### src/sv/sis_pkg.sv
package sis_pkg;

  // Default number of stack entries.
  localparam int DEPTH_DEF = 16;

  // Fixed payload widths.
  localparam int WORD_W = 32;
  localparam int REQ_W  = 2;
  localparam int STAT_W = 2;
  localparam int FILL_W = 5;

  typedef logic signed [WORD_W-1:0] word_t;
  typedef logic [REQ_W-1:0]         req_t;
  typedef logic [STAT_W-1:0]        stat_t;
  typedef logic [FILL_W-1:0]        fill_t;

  // Request codes.
  localparam req_t REQ_PUSH   = 2'd0;
  localparam req_t REQ_POP    = 2'd1;
  localparam req_t REQ_INSERT = 2'd2;

  // Status codes.
  localparam stat_t ST_OK        = 2'd0;
  localparam stat_t ST_OVERFLOW  = 2'd1;
  localparam stat_t ST_UNDERFLOW = 2'd2;

  // Command broadcast to every cell of the chain.
  typedef enum logic [1:0] {
    CELL_HOLD,
    CELL_PUSH,
    CELL_POP,
    CELL_INSERT
  } cell_cmd_t;

  typedef struct packed {
    cell_cmd_t cmd;
    word_t     value;
  } cell_ctrl_t;

endpackage

### src/sv/sis_if.sv
// Request channel: one stack operation per transaction.
interface sis_req_if
  import sis_pkg::*;
();
  logic  valid;
  logic  ready;
  req_t  req_type;
  word_t data_value;

  modport source (output valid, req_type, data_value, input ready);
  modport sink   (input valid, req_type, data_value, output ready);
endinterface

// Response channel: one stack report per transaction.
interface sis_rsp_if
  import sis_pkg::*;
();
  logic  valid;
  logic  ready;
  stat_t status;
  word_t popped_value;
  word_t top_value;
  word_t middle_value;
  fill_t fill_count;
  logic  is_sorted;

  modport source (output valid, status, popped_value, top_value, middle_value,
                  fill_count, is_sorted, input ready);
  modport sink   (input valid, status, popped_value, top_value, middle_value,
                  fill_count, is_sorted, output ready);
endinterface

### src/sv/sis_cell.sv
// One stack slot. Cell 0 is the top; data moves one cell down on a push
// (on an insert, from the insert point on) and one cell up on a pop.
module sis_cell
  import sis_pkg::*;
(
  input  logic       clk,
  input  cell_ctrl_t ctrl,
  input  logic       valid,
  input  word_t      above_data,
  input  word_t      below_data,
  input  logic       below_valid,
  input  logic       found_in,
  output logic       found_out,
  output word_t      data,
  output logic       order_ok
);

  word_t data_r;
  word_t data_nxt;
  logic  hit;

  // The insert point is the first slot from the top that is empty or holds
  // a value not smaller than the new one; a push always hits at the top.
  assign hit       = (ctrl.cmd == CELL_PUSH) || !valid || (data_r >= ctrl.value);
  assign found_out = found_in || hit;

  // Slot update for the broadcast command.
  always_comb begin
    data_nxt = data_r;
    case (ctrl.cmd)
      CELL_PUSH, CELL_INSERT: begin
        if (found_in) begin
          data_nxt = above_data;
        end else if (hit) begin
          data_nxt = ctrl.value;
        end
      end
      CELL_POP: begin
        data_nxt = below_data;
      end
      default: begin
        data_nxt = data_r;
      end
    endcase
  end

  always_ff @(posedge clk) begin
    data_r <= data_nxt;
  end

  // Order between this slot and the one below it.
  assign order_ok = !(valid && below_valid) || (below_data >= data_r);
  assign data     = data_r;

endmodule

### src/sv/sorted_insert_stack.sv
// Bounded stack of signed 32-bit words with plain push, pop and sorted insert.
// Requests arrive on in_chan (req_type, data_value) and every accepted
// transaction produces exactly one report on out_chan: status, popped value,
// top value, middle value (entry count/2 below the top), fill count and a
// flag that is set when the entries are non-decreasing from top to bottom.
// The entries live in a chain of DEPTH cells; all cells compare against the
// new value at once and shift toward or away from the top together.
// The request updates the cells and the status registers, and the report
// register then loads from the updated cells once out_chan can take it;
// in_chan is not ready again until that report has been loaded.
// A new request is accepted while the previous report still waits in the
// output register; the report of that request is then held until out_chan
// drains, and in_chan stays stalled meanwhile.
// A full stack drops push and insert with overflow status; a pop on an empty
// stack reports underflow and leaves the stack unchanged. Request code 3 is
// a no-op that still reports. Synchronous reset empties the stack at once.
module sorted_insert_stack
  import sis_pkg::*;
#(
  parameter int DEPTH = DEPTH_DEF
) (
  input  logic clk,
  input  logic rst_n,
  sis_req_if.sink   in_chan,
  sis_rsp_if.source out_chan
);

  localparam int CW = $clog2(DEPTH + 1);
  localparam int IW = $clog2(DEPTH);
  localparam logic [CW-1:0] FULL = CW'(DEPTH);

  logic [CW-1:0] count_r, count_nxt;
  logic          calc_r;
  stat_t         stat_r, stat_nxt;
  word_t         popped_r, popped_nxt;
  cell_ctrl_t    ctrl;
  logic          accept;
  logic          load_out;

  word_t         cell_data [DEPTH];
  logic          cell_valid [DEPTH];
  logic          cell_order [DEPTH];
  logic [DEPTH:0] found;

  logic          out_valid_r;
  stat_t         out_status_r;
  word_t         out_popped_r, out_top_r, out_mid_r;
  fill_t         out_fill_r;
  logic          out_sorted_r;
  logic [IW-1:0] mid_idx;
  logic          sorted_all;

  assign in_chan.ready = !calc_r;
  assign accept        = in_chan.valid && !calc_r;
  assign load_out      = calc_r && (!out_valid_r || out_chan.ready);

  // Decode the request into a cell command, status and new count.
  always_comb begin
    ctrl.cmd   = CELL_HOLD;
    ctrl.value = in_chan.data_value;
    count_nxt  = count_r;
    stat_nxt   = ST_OK;
    popped_nxt = '0;
    if (accept) begin
      case (in_chan.req_type)
        REQ_PUSH, REQ_INSERT: begin
          if (count_r == FULL) begin
            stat_nxt = ST_OVERFLOW;
          end else begin
            ctrl.cmd  = (in_chan.req_type == REQ_PUSH) ? CELL_PUSH : CELL_INSERT;
            count_nxt = count_r + 1'b1;
          end
        end
        REQ_POP: begin
          if (count_r == '0) begin
            stat_nxt = ST_UNDERFLOW;
          end else begin
            ctrl.cmd   = CELL_POP;
            count_nxt  = count_r - 1'b1;
            popped_nxt = cell_data[0];
          end
        end
        default: begin
          ctrl.cmd = CELL_HOLD;
        end
      endcase
    end
  end

  // Chain of cells, top at index 0.
  assign found[0] = 1'b0;
  for (genvar k = 0; k < DEPTH; k++) begin : g_cell
    assign cell_valid[k] = (CW'(k) < count_r);
    sis_cell u_cell (
      .clk         (clk),
      .ctrl        (ctrl),
      .valid       (cell_valid[k]),
      .above_data  ((k == 0) ? ctrl.value : cell_data[(k == 0) ? 0 : k-1]),
      .below_data  ((k == DEPTH-1) ? word_t'(0) : cell_data[(k == DEPTH-1) ? k : k+1]),
      .below_valid ((k == DEPTH-1) ? 1'b0 : cell_valid[(k == DEPTH-1) ? k : k+1]),
      .found_in    (found[k]),
      .found_out   (found[k+1]),
      .data        (cell_data[k]),
      .order_ok    (cell_order[k])
    );
  end

  // Report values from the updated cells.
  assign mid_idx = IW'(count_r >> 1);
  always_comb begin
    sorted_all = 1'b1;
    for (int k = 0; k < DEPTH; k++) begin
      sorted_all = sorted_all & cell_order[k];
    end
  end

  // Control state and request bookkeeping.
  always_ff @(posedge clk) begin
    if (!rst_n) begin
      count_r     <= '0;
      calc_r      <= 1'b0;
      out_valid_r <= 1'b0;
    end else begin
      count_r <= count_nxt;
      if (accept) begin
        calc_r <= 1'b1;
      end else if (load_out) begin
        calc_r <= 1'b0;
      end
      if (load_out) begin
        out_valid_r <= 1'b1;
      end else if (out_chan.ready) begin
        out_valid_r <= 1'b0;
      end
    end
  end

  // Payload registers.
  always_ff @(posedge clk) begin
    if (accept) begin
      stat_r   <= stat_nxt;
      popped_r <= popped_nxt;
    end
    if (load_out) begin
      out_status_r <= stat_r;
      out_popped_r <= popped_r;
      out_top_r    <= (count_r == '0) ? word_t'(0) : cell_data[0];
      out_mid_r    <= (count_r == '0) ? word_t'(0) : cell_data[mid_idx];
      out_fill_r   <= FILL_W'(count_r);
      out_sorted_r <= sorted_all;
    end
  end

  assign out_chan.valid        = out_valid_r;
  assign out_chan.status       = out_status_r;
  assign out_chan.popped_value = out_popped_r;
  assign out_chan.top_value    = out_top_r;
  assign out_chan.middle_value = out_mid_r;
  assign out_chan.fill_count   = out_fill_r;
  assign out_chan.is_sorted    = out_sorted_r;

endmodule

### src/flat_wrapper.sv
// flat-port wrapper written by rule: the top's interface ports become plain ports
module sorted_insert_stack_flat import sis_pkg::*;
#(
  parameter int DEPTH = DEPTH_DEF
)
  (clk, rst_n, in_chan_valid, in_chan_req_type, in_chan_data_value, in_chan_ready, out_chan_valid, out_chan_status, out_chan_popped_value, out_chan_top_value, out_chan_middle_value, out_chan_fill_count, out_chan_is_sorted, out_chan_ready);
  sis_req_if in_chan_i ();
  sis_rsp_if out_chan_i ();
  input  logic clk;
  input  logic rst_n;
  input wire logic [$bits(in_chan_i.valid)-1:0] in_chan_valid;
  input wire logic [$bits(in_chan_i.req_type)-1:0] in_chan_req_type;
  input wire logic [$bits(in_chan_i.data_value)-1:0] in_chan_data_value;
  output wire logic [$bits(in_chan_i.ready)-1:0] in_chan_ready;
  output wire logic [$bits(out_chan_i.valid)-1:0] out_chan_valid;
  output wire logic [$bits(out_chan_i.status)-1:0] out_chan_status;
  output wire logic [$bits(out_chan_i.popped_value)-1:0] out_chan_popped_value;
  output wire logic [$bits(out_chan_i.top_value)-1:0] out_chan_top_value;
  output wire logic [$bits(out_chan_i.middle_value)-1:0] out_chan_middle_value;
  output wire logic [$bits(out_chan_i.fill_count)-1:0] out_chan_fill_count;
  output wire logic [$bits(out_chan_i.is_sorted)-1:0] out_chan_is_sorted;
  input wire logic [$bits(out_chan_i.ready)-1:0] out_chan_ready;
  assign in_chan_i.valid = in_chan_valid;
  assign in_chan_i.req_type = in_chan_req_type;
  assign in_chan_i.data_value = in_chan_data_value;
  assign in_chan_ready = in_chan_i.ready;
  assign out_chan_valid = out_chan_i.valid;
  assign out_chan_status = out_chan_i.status;
  assign out_chan_popped_value = out_chan_i.popped_value;
  assign out_chan_top_value = out_chan_i.top_value;
  assign out_chan_middle_value = out_chan_i.middle_value;
  assign out_chan_fill_count = out_chan_i.fill_count;
  assign out_chan_is_sorted = out_chan_i.is_sorted;
  assign out_chan_i.ready = out_chan_ready;
  sorted_insert_stack #(.DEPTH(DEPTH)) u_core (.clk(clk), .rst_n(rst_n), .in_chan(in_chan_i), .out_chan(out_chan_i));
endmodule
### config.mk
export PLATFORM = sky130hd
export DESIGN_NAME = sorted_insert_stack_flat
export DESIGN_NICKNAME = d
export VERILOG_FILES = /design/src/sv/sis_pkg.sv /design/src/sv/sis_if.sv /design/src/sv/sis_cell.sv /design/src/sv/sorted_insert_stack.sv /design/src/flat_wrapper.sv
export SDC_FILE = /design/constraint.sdc
export NUM_CORES = 2
export LEC_CHECK = 0
export ABC_CLOCK_PERIOD_IN_PS = 6700
export BUFFER_PORTS_ARGS = -buffer_cell sky130_fd_sc_hd__buf_2
export CAP_MARGIN = 20
export CELL_PAD_IN_SITES_DETAIL_PLACEMENT = 0
export CELL_PAD_IN_SITES_GLOBAL_PLACEMENT = 1
export CORE_MARGIN = 2
export CORE_UTILIZATION = 40
export DETAILED_ROUTE_END_ITERATION = 16
export PLACE_DENSITY = 0.7
export SLEW_MARGIN = 20
export SYNTH_ARGS = -nofsm -noshare
export SYNTH_HDL_FRONTEND = slang
export SYNTH_SLANG_ARGS = --single-unit
### constraint.sdc
create_clock -name clk -period 6.7 [get_ports clk]
set_clock_uncertainty 0.05 [all_clocks]
set_input_delay 1.34 -clock clk [delete_from_list [all_inputs] [get_ports clk]]
set_output_delay 1.34 -clock clk [all_outputs]
set_load 0.01 [all_outputs]
==> metrics <==
hpwl dp between 150000 and 200000 um; Area Growth Syn to Fin 11.6%; Fin. Hold Viols 0; max-cap viol count 0; Initial DRC Count 6257; CP Buf/Inv Count 4; Die Y 385 um; placed cells around 8100; Top-Level Pins 144; Die W about 390 um; Multi-input gate area 35400 um^2; status complete, no violations; CTS tree done; most frequent cells in the layout ha_1, edfxtp_1, inv_1; Cells after Synth about 6100; root buffer cell clkbuf_16; cell family with most CP delay simple AND/OR/NAND/NOR gates; commonest non-fill, non-tap cell in the layout ha_1; Crit path required time 7.03 ns; top_reg_cell synth edfxtp_1; # DRC 0; synthesized flop and latch total between 600 and 700; CP Capture Type flip-flop; CP Cell Sequence buf_2, inv_1, buf_4, ha_1, nand4_1, nor4_1, o21ai_0, a31o_2, a21oi_1, o21ai_1, or2_1, or3_1, buf_4, o31ai_1, a31oi_1; arrival time at the worst endpoint around 6.5 ns; maximum vdd drop 0.000196 V; via/cell ratio 6.27; GPL Wtd Cong 0.956; Post-synth EDFFs 650; FMAX 162 MHz; Mean Syn Cell Area 9.47 um^2; Startpoint Class input port; Nets 7289; total wire length 236000 um; CTS hold repair buffers 0; async set-reset flop share out of synthesis 0%; sequential share of the synthesized area 33.8%; Core Region 144000 um^2; Site Rows 139; Slowest cell on crit path nor4_1; final setup vio count 0; vias 51600; CTS Buf Count between 80 and 90; crit-path max cell delay 0.89 ns; Post-Layout Cell Count 8225; count of cell types in the netlist 84; Period minus WS final 6.18 ns; Clock transition at path regs 0.06 ns; RSZ-0062 raised after global routing no; First-pass DRT Iterations 6; clock sinks about 660; routed length per placed instance 28.7 um; Synth warnings 0; first-pass GRT wire length 338000 um; CP max FO 32; post-synthesis cell area between 50000 and 60000 um^2; PortBufs about 140; Leakage 0.0279 uW; pwr/cell area 210 nW/um^2; layout cells sized above 1 9.86%; Initial Utilization between 40% and 50%; area of the die 148000 um^2; Tcrit/Tclk final 92.3%; antenna viol nets, final 0; register area roughly 20000 um^2; GRT Util Overall between 30% and 40%; H-tree depth 3; worst-margin pin slew roughly 1.2 ns; CTS resizes 0; TNS Setup 0 ns; largest net degree at the start of global routing between 150 and 200; number of global-route vias before repair about 50000; WS Path Type in2reg; setup bufs post-CTS 0; fill cell count ~14000; slew margin rel. ~17%; Pwr Total 13600 uW; worst min path class reg2reg; later-pin clock latency in the skew report 0.71 ns; Remaining Overflow, GRT 0; most frequent CP cell buf_4; fin. max-slew vios 0; antenna violations before repair 19; Clock Tree Buf Depth 3; post-synth net total 7171
-- state kept, by name, summed over array words and instances (netlist names) --
name and count:
u_core.calc_r 1, u_core.count_r 5, u_core.g_cell.u_cell.data 512, u_core.out_chan.fill_count 5, u_core.out_chan.is_sorted 1, u_core.out_chan.middle_value 32
u_core.out_chan.popped_value 32, u_core.out_chan.status 2, u_core.out_chan.top_value 32, u_core.out_chan.valid 1, u_core.popped_r 32, u_core.stat_r 2
-- cell type report --
type / instances / area share, %
diodes: 2 / 0.00771
repair buffers: 323 / 4.01
clock inverters: 38 / 0.760
flip-flops and latches: 657 / 30.3
clock buffers: 113 / 3.54
inverters: 554 / 3.20
multi-input cells: 4635 / 54.5
well taps: 1903 / 3.67
-- report_power, final --
part | total [uW] | internal (uW) | switching (uW) | leakage, uW
logic | 3360 | 1260 | 2100 | 0.0204
clock network | 4810 | 2820 | 1980 | 0.00134
registers | 5440 | 4950 | 483 | 0.00617
-- cells in the mapped netlist (all sizes together) (29+ instances only) --
library cell / count / area (um^2)
o21a: 31 / 233
ha: 996 / 12500
o221ai: 131 / 1150
inv: 553 / 2080
a21oi: 396 / 1990
o31ai: 40 / 300
or2: 46 / 288
nor3: 127 / 636
nor2: 330 / 1240
a31oi: 48 / 300
mux2: 29 / 327
nand3: 240 / 1200
clkbuf: 208 / 781
edfxtp: 650 / 19500
a211oi: 71 / 533
mux2i: 292 / 2920
o211ai: 62 / 465
a21o: 150 / 1130
o22ai: 59 / 369
nand2: 498 / 1870
a221oi: 33 / 289
mux4: 64 / 1440
nor2b: 55 / 344
nand4: 213 / 1330
nor4: 34 / 231
o21ai: 465 / 2330
buf: 83 / 408
-- per-layer routing --
| layer | part of all wire [%] | track usage, % |
|---|---|---|
| met5 | 0.014 | 0 |
| met4 | 4.9 | 13.2 |
| met2 | 42 | 46.4 |
| met3 | 9.6 | 6.70 |
| met1 | 43 | 43.4 |
-- worst paths after layout --
path	from	end	slack, ns	cells after the start
setup / recovery	in_chan_data_value[14]	u_core.g_cell[14].u_cell.data[21]	0.52	15
hold / removal	u_core.popped_r[15]	u_core.out_chan.popped_value[15]	0.36	0
setup reg to reg	u_core.g_cell[12].u_cell.data[27]	u_core.out_chan.is_sorted	1.21	12
hold reg to reg	u_core.popped_r[15]	u_core.out_chan.popped_value[15]	0.36	0
-- per-stage QoR --
stage / cell area (um^2) / worst slack [ns] / hold WS [ns] / utilization, %
after floorplan: 58100 / 0.0128 / 0.350 / -
after global placement: 62100 / 0.0796 / 0.352 / 43.1
after detailed placement: 62100 / -0.00324 / 0.355 / 43.1
after CTS: 64900 / 0.695 / 0.365 / 45.1
after global routing: 64900 / 0.609 / 0.369 / 45.1
final: 64900 / 0.516 / 0.364 / 45.1
-- cell families after synthesis --
family | share of synthesized area [%]
AOI/OAI and AO/OA | 17.1
DFF | 33.8
buffers and inverters | 5.62
muxes | 8.07
adders and majority gates | 21.4
xor gates and xnor gates | 0.0753
and+or+nand+nor | 13.8
No activity file was read; power rests on OpenSTA's default activity.
